## src/design/abt_pkg.sv

```systemverilog
// ----------------------------------------------------------------------------
// abt_pkg
// Shared constants, codes and types of the Q16 alpha-beta tracker.
// ----------------------------------------------------------------------------
package abt_pkg;

  localparam int unsigned FRAC_BITS = 16;
  localparam int unsigned ONE_Q     = 1 << FRAC_BITS;

  localparam int unsigned ALPHA_W = 17;
  localparam int unsigned BETA_W  = 18;
  localparam int unsigned POS_W   = 32;
  localparam int unsigned AHEAD_W = 16;
  localparam int unsigned ACC_W   = 64;
  localparam int unsigned HALF_W  = 32;

  // shared multiplier: signed 33-bit half word by signed 19-bit gain or lookahead
  localparam int unsigned MUL_A_W = HALF_W + 1;
  localparam int unsigned MUL_B_W = BETA_W + 1;
  localparam int unsigned MUL_P_W = MUL_A_W + MUL_B_W;

  localparam int unsigned ADDR_W = 4;

  // opcodes
  localparam logic OP_MEASURE = 1'b0;
  localparam logic OP_RESTART = 1'b1;

  // status codes
  localparam logic ST_OK       = 1'b0;
  localparam logic ST_REJECTED = 1'b1;

  // register indexes
  localparam logic [1:0] REG_ALPHA = 2'd0;
  localparam logic [1:0] REG_BETA  = 2'd1;
  localparam logic [1:0] REG_START = 2'd2;

  localparam logic [ALPHA_W-1:0] ALPHA_RST = ALPHA_W'(32768);
  localparam logic [BETA_W-1:0]  BETA_RST  = BETA_W'(6554);

  typedef enum logic [3:0] {
    S_IDLE,
    S_PRED,
    S_RESID,
    S_A_LO,
    S_A_HI,
    S_A_ADD,
    S_B_LO,
    S_B_HI,
    S_B_ADD,
    S_RESTART,
    S_P_LO,
    S_P_HI,
    S_P_ADD,
    S_FIN
  } abt_state_t;

endpackage

```

## src/design/alpha_beta_tracker_q16.sv

```systemverilog
// A measurement word steps through prediction, residual, alpha, beta and lookahead products;
//   a restart goes straight to the lookahead product. One word is worked on at a time, set by
//   the single shared 33x19 multiplier, used for six half products per measurement, two per restart.
// The input side is held off while a word is worked on; a stalled result side holds it longer.
// Reset (synchronous, rst_n low): position and velocity clear to zero, gains go to
//   alpha 0.5 and beta 0.1, start position to zero, the result register empties.
// ----------------------------------------------------------------------------
// alpha_beta_tracker_q16
// Fixed-point Q16 alpha-beta tracker with an APB register port and stream
// channels. A small sequencer drives one shared multiplier and a 64-bit
// accumulator through the alpha, beta and lookahead products.
// ----------------------------------------------------------------------------
module alpha_beta_tracker_q16
  import abt_pkg::*;
(
  input  logic               clk,
  input  logic               rst_n,

  // input stream
  input  logic               in_tvalid,
  output logic               in_tready,
  input  logic [47:0]        in_tdata,   // [31:0] measured_position, [47:32] lookahead
  input  logic               in_tuser,   // [0] opcode

  // result stream
  output logic               out_tvalid,
  input  logic               out_tready,
  output logic [95:0]        out_tdata,  // [31:0] filtered_position, [63:32] rate_estimate,
                                         // [95:64] projected_position
  output logic               out_tuser,  // [0] status

  // register port
  input  logic               psel,
  input  logic               penable,
  input  logic               pwrite,
  input  logic [ADDR_W-1:0]  paddr,
  input  logic [31:0]        pwdata,
  output logic [31:0]        prdata,
  output logic               pready
);

  // --------------------------------------------------------------------------
  // Registers
  // --------------------------------------------------------------------------
  logic [ALPHA_W-1:0]       alpha_r;
  logic [BETA_W-1:0]        beta_r;
  logic [POS_W-1:0]         start_r;

  abt_state_t               state_r, state_nxt;

  logic                     op_r;
  logic signed [POS_W-1:0]  meas_r;
  logic signed [AHEAD_W-1:0] ahead_r;

  logic signed [ACC_W-1:0]  pos_r;
  logic signed [ACC_W-1:0]  vel_r;
  logic signed [ACC_W-1:0]  acc_r;     // prediction, later the projection
  logic signed [ACC_W-1:0]  resid_r;
  logic signed [ACC_W-1:0]  prod_r;    // low half product, sign extended
  logic [HALF_W-1:0]        hi_r;      // high half product, low 32 bits
  logic                     status_r;

  logic                     out_tvalid_r;
  logic [95:0]              out_tdata_r;
  logic                     out_tuser_r;

  // --------------------------------------------------------------------------
  // Shared multiplier and helpers
  // --------------------------------------------------------------------------
  logic signed [MUL_A_W-1:0] mul_a;
  logic signed [MUL_B_W-1:0] mul_b;
  logic signed [MUL_P_W-1:0] mul_p;
  logic signed [ACC_W-1:0]   prod_full;
  logic signed [ACC_W-1:0]   corr;
  logic [ACC_W-1:0]          mul_src;
  logic [1:0]                mul_sel;    // 0 alpha, 1 beta, 2 lookahead
  logic                      mul_hi;
  logic                      in_acc;
  logic                      out_load;
  logic                      cfg_wr;
  logic [BETA_W+2:0]         beta_limit;
  logic                      gains_ok;
  logic [31:0]               rate_sat;

  localparam logic [1:0] MSEL_ALPHA = 2'd0;
  localparam logic [1:0] MSEL_BETA  = 2'd1;
  localparam logic [1:0] MSEL_AHEAD = 2'd2;

  assign pready = 1'b1;
  assign cfg_wr = psel & penable & pwrite & pready;
  assign in_acc = in_tvalid & in_tready;
  assign out_load = (state_r == S_FIN) && (!out_tvalid_r || out_tready);

  // pick the half word of residual or velocity, then the gain or lookahead
  always_comb begin
    mul_src = (mul_sel == MSEL_AHEAD) ? vel_r : resid_r;
    if (mul_hi) begin
      mul_a = {mul_src[ACC_W-1], mul_src[ACC_W-1:HALF_W]};
    end else begin
      mul_a = {1'b0, mul_src[HALF_W-1:0]};
    end
    case (mul_sel)
      MSEL_ALPHA: mul_b = MUL_B_W'({2'b00, alpha_r});
      MSEL_BETA:  mul_b = MUL_B_W'({1'b0, beta_r});
      MSEL_AHEAD: mul_b = MUL_B_W'(signed'(ahead_r));
      default:    mul_b = '0;
    endcase
  end

  assign mul_p = mul_a * mul_b;

  // low product plus high product moved up by one half word, modulo 2^64
  assign prod_full = {prod_r[ACC_W-1:HALF_W] + hi_r, prod_r[HALF_W-1:0]};
  assign corr      = prod_full >>> FRAC_BITS;

  // stable region: 0 < alpha <= 1.0, 0 < beta <= 4.0 - 2*alpha
  assign beta_limit = (BETA_W+3)'(4 * ONE_Q) - (BETA_W+3)'({alpha_r, 1'b0});
  assign gains_ok   = (alpha_r != '0) && (alpha_r <= ALPHA_W'(ONE_Q)) &&
                      (beta_r != '0) && ((BETA_W+3)'(beta_r) <= beta_limit);

  // saturate velocity to int32: in range when the top 33 bits agree
  always_comb begin
    if (vel_r[ACC_W-1:HALF_W-1] == '0 || vel_r[ACC_W-1:HALF_W-1] == '1) begin
      rate_sat = vel_r[HALF_W-1:0];
    end else if (vel_r[ACC_W-1]) begin
      rate_sat = 32'h8000_0000;
    end else begin
      rate_sat = 32'h7FFF_FFFF;
    end
  end

  // --------------------------------------------------------------------------
  // Sequencer: next state
  // --------------------------------------------------------------------------
  always_comb begin
    state_nxt = state_r;
    case (state_r)
      S_IDLE:    if (in_acc) state_nxt = (in_tuser == OP_RESTART) ? S_RESTART : S_PRED;
      S_PRED:    state_nxt = S_RESID;
      S_RESID:   state_nxt = S_A_LO;
      S_A_LO:    state_nxt = S_A_HI;
      S_A_HI:    state_nxt = S_A_ADD;
      S_A_ADD:   state_nxt = S_B_LO;
      S_B_LO:    state_nxt = S_B_HI;
      S_B_HI:    state_nxt = S_B_ADD;
      S_B_ADD:   state_nxt = S_P_LO;
      S_RESTART: state_nxt = S_P_LO;
      S_P_LO:    state_nxt = S_P_HI;
      S_P_HI:    state_nxt = S_P_ADD;
      S_P_ADD:   state_nxt = S_FIN;
      S_FIN:     if (out_load) state_nxt = S_IDLE;
      default:   state_nxt = S_IDLE;
    endcase
  end

  // --------------------------------------------------------------------------
  // Sequencer: control outputs
  // --------------------------------------------------------------------------
  always_comb begin
    in_tready = 1'b0;
    mul_sel   = MSEL_ALPHA;
    mul_hi    = 1'b0;
    case (state_r)
      S_IDLE: in_tready = 1'b1;
      S_A_LO: mul_sel = MSEL_ALPHA;
      S_A_HI: begin
        mul_sel = MSEL_ALPHA;
        mul_hi  = 1'b1;
      end
      S_B_LO: mul_sel = MSEL_BETA;
      S_B_HI: begin
        mul_sel = MSEL_BETA;
        mul_hi  = 1'b1;
      end
      S_P_LO: mul_sel = MSEL_AHEAD;
      S_P_HI: begin
        mul_sel = MSEL_AHEAD;
        mul_hi  = 1'b1;
      end
      default: begin
        in_tready = 1'b0;
      end
    endcase
  end

  // --------------------------------------------------------------------------
  // Control registers
  // --------------------------------------------------------------------------
  always_ff @(posedge clk) begin
    if (!rst_n) begin
      state_r      <= S_IDLE;
      out_tvalid_r <= 1'b0;
      alpha_r      <= ALPHA_RST;
      beta_r       <= BETA_RST;
      start_r      <= '0;
      pos_r        <= '0;
      vel_r        <= '0;
    end else begin
      state_r <= state_nxt;

      // load a new result word, or drop the one just taken
      if (out_load) begin
        out_tvalid_r <= 1'b1;
      end else if (out_tready) begin
        out_tvalid_r <= 1'b0;
      end

      if (cfg_wr) begin
        case (paddr[3:2])
          REG_ALPHA: alpha_r <= pwdata[ALPHA_W-1:0];
          REG_BETA:  beta_r  <= pwdata[BETA_W-1:0];
          REG_START: start_r <= pwdata[POS_W-1:0];
          default:   start_r <= start_r;
        endcase
      end

      // fold the scaled residual into position, then velocity; a restart with valid gains loads the start position
      case (state_r)
        S_A_ADD: pos_r <= acc_r + corr;
        S_B_ADD: vel_r <= vel_r + corr;
        S_RESTART: begin
          if (gains_ok) begin
            pos_r <= ACC_W'(signed'(start_r)) <<< FRAC_BITS;
            vel_r <= '0;
          end
        end
        default: pos_r <= pos_r;
      endcase
    end
  end

  // --------------------------------------------------------------------------
  // Datapath registers
  // --------------------------------------------------------------------------
  always_ff @(posedge clk) begin
    if (in_acc) begin
      op_r    <= in_tuser;
      meas_r  <= in_tdata[POS_W-1:0];
      ahead_r <= in_tdata[POS_W+AHEAD_W-1:POS_W];
    end
    case (state_r)
      S_PRED: begin
        acc_r    <= pos_r + vel_r;
        status_r <= ST_OK;
      end
      S_RESID:   resid_r <= (ACC_W'(meas_r) <<< FRAC_BITS) - acc_r;
      S_A_LO, S_B_LO, S_P_LO: prod_r <= ACC_W'(mul_p);
      S_A_HI, S_B_HI, S_P_HI: hi_r <= mul_p[HALF_W-1:0];
      S_RESTART: status_r <= gains_ok ? ST_OK : ST_REJECTED;
      S_P_ADD:   acc_r <= pos_r + prod_full;
      default:   hi_r <= hi_r;
    endcase
    if (out_load) begin
      out_tdata_r <= {acc_r[FRAC_BITS+31:FRAC_BITS], rate_sat,
                      pos_r[FRAC_BITS+31:FRAC_BITS]};
      out_tuser_r <= (op_r == OP_RESTART) ? status_r : ST_OK;
    end
  end

  // register read
  always_comb begin
    case (paddr[3:2])
      REG_ALPHA: prdata = 32'(alpha_r);
      REG_BETA:  prdata = 32'(beta_r);
      REG_START: prdata = start_r;
      default:   prdata = '0;
    endcase
  end

  assign out_tvalid = out_tvalid_r;
  assign out_tdata  = out_tdata_r;
  assign out_tuser  = out_tuser_r;

endmodule

```

## config.mk

```make
export PLATFORM = sky130hd
export DESIGN_NAME = alpha_beta_tracker_q16
export DESIGN_NICKNAME = d
export VERILOG_FILES = /design/src/design/abt_pkg.sv /design/src/design/alpha_beta_tracker_q16.sv
export SDC_FILE = /design/constraint.sdc
export NUM_CORES = 2
export LEC_CHECK = 0
export ABC_AREA = 1
export BUFFER_PORTS_ARGS = -buffer_cell sky130_fd_sc_hd__buf_2
export CORE_ASPECT_RATIO = 1.2
export CORE_MARGIN = 1.5
export CORE_UTILIZATION = 55
export CTS_CLUSTER_DIAMETER = 50
export DETAILED_ROUTE_END_ITERATION = 7
export PLACE_DENSITY = 0.68
export RECOVER_POWER = 100
export SLEW_MARGIN = 15
export SYNTH_ARGS = -nofsm -noshare
export SYNTH_HDL_FRONTEND = slang
export SYNTH_SLANG_ARGS = --single-unit
```

## constraint.sdc

```tcl
create_clock -name clk -period 9.27 [get_ports clk]
set_clock_uncertainty 0.1 [all_clocks]
set_input_delay 0 -clock clk [delete_from_list [all_inputs] [get_ports clk]]
set_output_delay 0 -clock clk [all_outputs]
set_load 0.05 [all_outputs]
```

* After elaboration in Yosys (flattened, before gate mapping)
Index checks and enable logic that the tools add are counted.
** Storage, ports and cells
- Register bits :: 559
- Bits of input ports :: 92
- Output and inout bits :: 132
- Logic and storage cells :: 102
** Operators by class
- Add/sub/neg operators :: 7
- Multiply operators :: 1
- $lt $le $gt $ge :: 2
- Eq/ne operators :: 21
- Muxes and demuxes :: 22
- Bitwise gates (word level) :: 3
- Reductions and logical operators :: 29
** Operators by type and width (count)
- 64-bit case mux with 2 select lines :: 3
- 64-bit two-way mux :: 3
- 64-bit by 48-bit adder with 64-bit output :: 2
- 64-bit adder :: 2
- 32-bit case mux with 3 select lines :: 1
- 32-bit two-way mux :: 2
- 48-bit by 64-bit subtractor with 64-bit output :: 1
- 19-bit case mux with 3 select lines :: 1
- 33-bit by 19-bit multiplier with 52-bit output :: 1
- 4-bit case mux with 13 select lines :: 1
- 33-bit == test (second input constant) :: 1
- 33-bit zero test :: 1
- 33-bit two-way mux :: 1
- 32-bit adder :: 1
- 4-bit == test (second input constant) :: 6
- 18-bit by 21-bit <= comparator with 1-bit output :: 1
- 19-bit by 18-bit subtractor with 20-bit output (first input constant) :: 1
- 18-bit nonzero test :: 1
- 17-bit <= comparator (second input constant) :: 1
- 17-bit nonzero test :: 1
- 4-bit by 3-bit == test with 1-bit output (second input constant) :: 4
- 4-bit two-way mux :: 3
- 2-bit AND reduction :: 6
- 2-bit nonzero test :: 5
- other kinds (16) :: 35

* Depth between registers and ports, before layout
- Depth after elaboration :: 7
- Gate-level depth with buffers :: 38
- Depth with buffers taken out :: 36

* Worst setup path after synthesis
Ideal clock, no wire load.
- Path type :: register -> register
- Start :: register state_r[1]
- End :: register out_tdata_r[0] (netlist: out_tdata[0]), enable pin
- Setup time :: 0.674 ns
- Data arrival time :: 7.297 ns
- Required time :: 8.496 ns
- Path slack :: 1.199 ns
- Cell stages (with the launch flop) :: 4
- Buffers on the path :: 0
- Period minus slack after synthesis :: 8.071 ns
- Path through :: dfxtp_1 > inv_2 > nand2_1 > nor3_1
** On the way
- Longest elaborated chain between the ends :: 2
** RTL lines
- from (decl) :: line alpha_beta_tracker_q16.sv:49 : abt_state_t state_r, state_nxt;
- from (signal assigned) :: line alpha_beta_tracker_q16.sv:199 : state_r <= state_nxt;
- 4-bit == test :: line alpha_beta_tracker_q16.sv:92 : assign out_load = (state_r == S_FIN) && (!out_tvalid_r || out_tready);
- 1-bit logical AND :: line alpha_beta_tracker_q16.sv:92
- net out_load :: line alpha_beta_tracker_q16.sv:79 : logic out_load;
- to (signal assigned) :: line alpha_beta_tracker_q16.sv:254 : out_tdata_r <= {acc_r[FRAC_BITS+31:FRAC_BITS], rate_sat,
- to (decl) :: line alpha_beta_tracker_q16.sv:64 : logic [95:0] out_tdata_r;
The timed path passes the listed nets, and every way through them passes these cells.
A chain may end at the register's enable or synchronous reset.

* Worst setup path in the final report
- Start :: register state_r[2]
- End :: register prod_r[47] (data pin)
** On the way
- Longest elaborated chain between the ends :: 7
- Elaborated cells between the ends (all ways) :: 17
- Those cells by class :: mul (1); eq/ne (7); mux (5); reduce/logical (4)
** RTL lines
- 4-bit == test / 4-bit by 3-bit == test with 1-bit output (equally long branches) :: line alpha_beta_tracker_q16.sv:163 : case (state_r)
- 2-bit OR reduction (no line)
- 2-bit case mux with 2 select lines :: line alpha_beta_tracker_q16.sv:163
- 2-bit == test :: line alpha_beta_tracker_q16.sv:96, alpha_beta_tracker_q16.sv:102
- 64-bit two-way mux :: line alpha_beta_tracker_q16.sv:96 : mul_src = (mul_sel == MSEL_AHEAD) ? vel_r : resid_r;
- 33-bit two-way mux :: line alpha_beta_tracker_q16.sv:97 : if (mul_hi) begin
- 33-bit by 19-bit multiplier with 52-bit output * :: line alpha_beta_tracker_q16.sv:110 : assign mul_p = mul_a * mul_b;
- net mul_p[47] :: line alpha_beta_tracker_q16.sv:72 : logic signed [MUL_P_W-1:0] mul_p;
- to (signal assigned) :: line alpha_beta_tracker_q16.sv:247 : S_A_LO, S_B_LO, S_P_LO: prod_r <= ACC_W'(mul_p);
- to (decl) :: line alpha_beta_tracker_q16.sv:59 : logic signed [ACC_W-1:0] prod_r;
Mark *: on every way through the listed nets, which the timed path passes. The rest lies on a longest branch.

==> results.sh <==
export IMPL_status="complete, but fails checks"
export IMPL_violations="DRC, capacitance limit, slew limit"
export IMPL_yosys_warnings=0
export IMPL_synth_largest_area_cell="fa_1"
export IMPL_synth_top_area_share_pct=19.2
export IMPL_drive_gt1_share_pct=4.81
export IMPL_routed_wl_mm=289
export IMPL_fin_tns_setup_ns=0
export IMPL_period_needed_ns=9.01
export IMPL_cts_htree_levels=3
export IMPL_crit_top_cell="fa_1"
export IMPL_drtIter0Drc=8298
export IMPL_whs_ns=0.0701
export IMPL_syn_area_um2=63600
export IMPL_synth_distinct_cells=60
export IMPL_path_buf_inv=8
export IMPL_syn_inst=8625
export IMPL_arrival_ns=9.35
export IMPL_synth_seq_area_share_pct=23.2
export IMPL_synth_seq_cells=559
export IMPL_cpPeakStageDelay_ns=0.61
export IMPL_maxCapViolCount=13
export IMPL_cp_end_kind="flip-flop"
export IMPL_worst_skew_pair_late_latency_ns=0.72
export IMPL_fin_nets=10100
export IMPL_layout_commonest_cell="nand2_1"
export IMPL_syn_to_final_growth_pct=11.7
export IMPL_grt_overflow=0
export IMPL_grt_pass1_vias=63900
export IMPL_fin_crit_sh_pct=97.2
export IMPL_dpl_hpwl_mm=234
export IMPL_antenna_found_initial=20
export IMPL_worst_path_max_fanout=32
export IMPL_crit_path_top_delay_cell="nor4_1"
export IMPL_grt_pass1_wl_mm=413
export IMPL_cts_buffers=81
export IMPL_core_um2=115000
export IMPL_netlist_top_cells_area="fa_1, edfxtp_1, nand2_1"
export IMPL_clkTransAtPathRegs_ns=0.07
export IMPL_criticalPathCategory="flip-flop to flip-flop"
export IMPL_rsz0062_at_grt="false"
export IMPL_boundaryPins=224
export IMPL_viasPerCell=6.10
export IMPL_drt_drc_violations_left=16
export IMPL_synth_edf_count=359
export IMPL_cts_sinks=559
export IMPL_gp_congestion=1.12
export IMPL_nFillCells=10400
export IMPL_cts_tree="built"
export IMPL_hold_path_class="input pin to flip-flop"
export IMPL_critPathTopFamily="adder cells"
export IMPL_crit_required_ns=9.61
export IMPL_final_cell_mix="nand2_1, inv_1, nor2_1"
export IMPL_final_cell_area_um2=71100
export IMPL_vias=64800
export IMPL_root_buffer="clkbuf_16"
export IMPL_syn_avg_cell_area_um2=7.38
export IMPL_synthArstFlopShare_pct=0
export IMPL_fp_dieH_um=376
export IMPL_port_buffers=220
export IMPL_start_util_pct=55.5
export IMPL_fmax_mhz=111
export IMPL_grt_max_degree=87
export IMPL_rows=136
export IMPL_placed_area_um2=66900
export IMPL_grt_usage_pct=48.6
export IMPL_clock_path_buffers=3
export IMPL_fp_dieW_um=314
export IMPL_hold_violations=0
export IMPL_ant_nets=0
export IMPL_report_final_setup_viol=0
export IMPL_crit_path_start_kind="flip-flop"
export IMPL_finalMaxSlewViolations=724
export IMPL_tightest_slew_ns=4.45
export IMPL_die_area_um2=118000
export IMPL_synth_fp_nets=9755
export IMPL_synthFlopType="edfxtp_1"
export IMPL_dr_pass1_iters=8
export IMPL_worst_slew_margin_rel_pct=-197
export IMPL_r2r_slack_ns=0.26
export IMPL_wl_per_cell_um=27.2
export IMPL_cts_setup_buffers=0
## per-stage QoR
stage	setup slack, ns	std cells	util [%]
floorplan	1.20	8625	-
global placement	0.643	10300	58.3
detailed placement	0.480	10300	58.3
CTS	0.413	10600	62.2
global route	0.0313	10600	61.9
finish	0.262	10600	62.0
## final cells by class
type	instances	area, µm²	area share [%]
clock buffers	91	2190	3.08
multi-input cells	6353	42300	59.5
inverters	1515	5690	8.01
well taps	1518	1900	2.67
diodes	18	45.0	0.0634
clock inverters	61	701	0.986
repair buffers	507	3460	4.88
flip-flops and latches	559	14800	20.8
## cell families after synthesis
family | synth area share [%]
AND/OR/NAND/NOR | 24.2
XOR/XNOR | 2.79
buffers and inverters | 10.4
other | 0.00589
AO/OA/AOI/OAI | 11.6
adder cells (fa/ha/maj) | 27.6
flip-flops | 23.2
multiplexers | 0.0157
## final timing paths
| path | from | end | cells after the start |
|---|---|---|---|
| setup reg to reg | state_r[2] | prod_r[47] | 28 |
| hold / removal | pwdata[19] | start_r[19] | 4 |
| setup / recovery | state_r[2] | prod_r[47] | 28 |
| hold reg to reg | pos_r[9] | pos_r[9] | 2 |
## registers in the layout, summed over array words and instances (netlist names), 4 cells and up
register,count
out_tdata,96
acc_r,64
pos_r,64
resid_r,64
vel_r,64
prod_r,52
hi_r,32
meas_r,32
start_r,32
beta_r,18
alpha_r,17
ahead_r,16
state_r,4
## repair_timing
action                                  CTS  global route
resized for setup                         0             1
hold buffers                            151             0
endpoints found under the setup margin    0             1
endpoints found under the hold margin   120             0
## worst reg2reg max path: cells and delay by family, from the launching register on
kind / cells / cell delay [ns]
AOI/OAI and AO/OA: 1 / 0.14
xor gates and xnor gates: 1 / 0.09
adders and majority gates: 8 / 3.65
buffers and inverters: 8 / 1.45
DFF: 1 / 0.36
and+or+nand+nor: 10 / 2.93
## Yosys cell counts, types with 65 or more instances
| master | instances |
|---|---|
| nand2_1 | 2037 |
| inv_1 | 1480 |
| nor2_1 | 1090 |
| fa_1 | 611 |
| a21oi_1 | 570 |
| ha_1 | 427 |
| o21ai_0 | 418 |
| nand3_1 | 400 |
| edfxtp_1 | 359 |
| dfxtp_1 | 200 |
| xor2_1 | 147 |
| clkbuf_1 | 100 |
| nand4_1 | 85 |
| nor3_1 | 69 |
| o21bai_1 | 66 |
| buf_2 | 65 |
## metal layers
metal | global-route usage (%) | routed length (µm) | vias to the layer above
met4 | 46.5 | 34400 | 16
met5 | 0.537 | 195 | -
met1 | 53.5 | 95300 | 30400
met3 | 12.8 | 32400 | 1521
met2 | 75.7 | 126000 | 4550
li1 | - | - | 28300
Power is left out: the tool's default activity adds up to more than one toggle a clock period on the data nets, which glitch-free logic cannot reach.
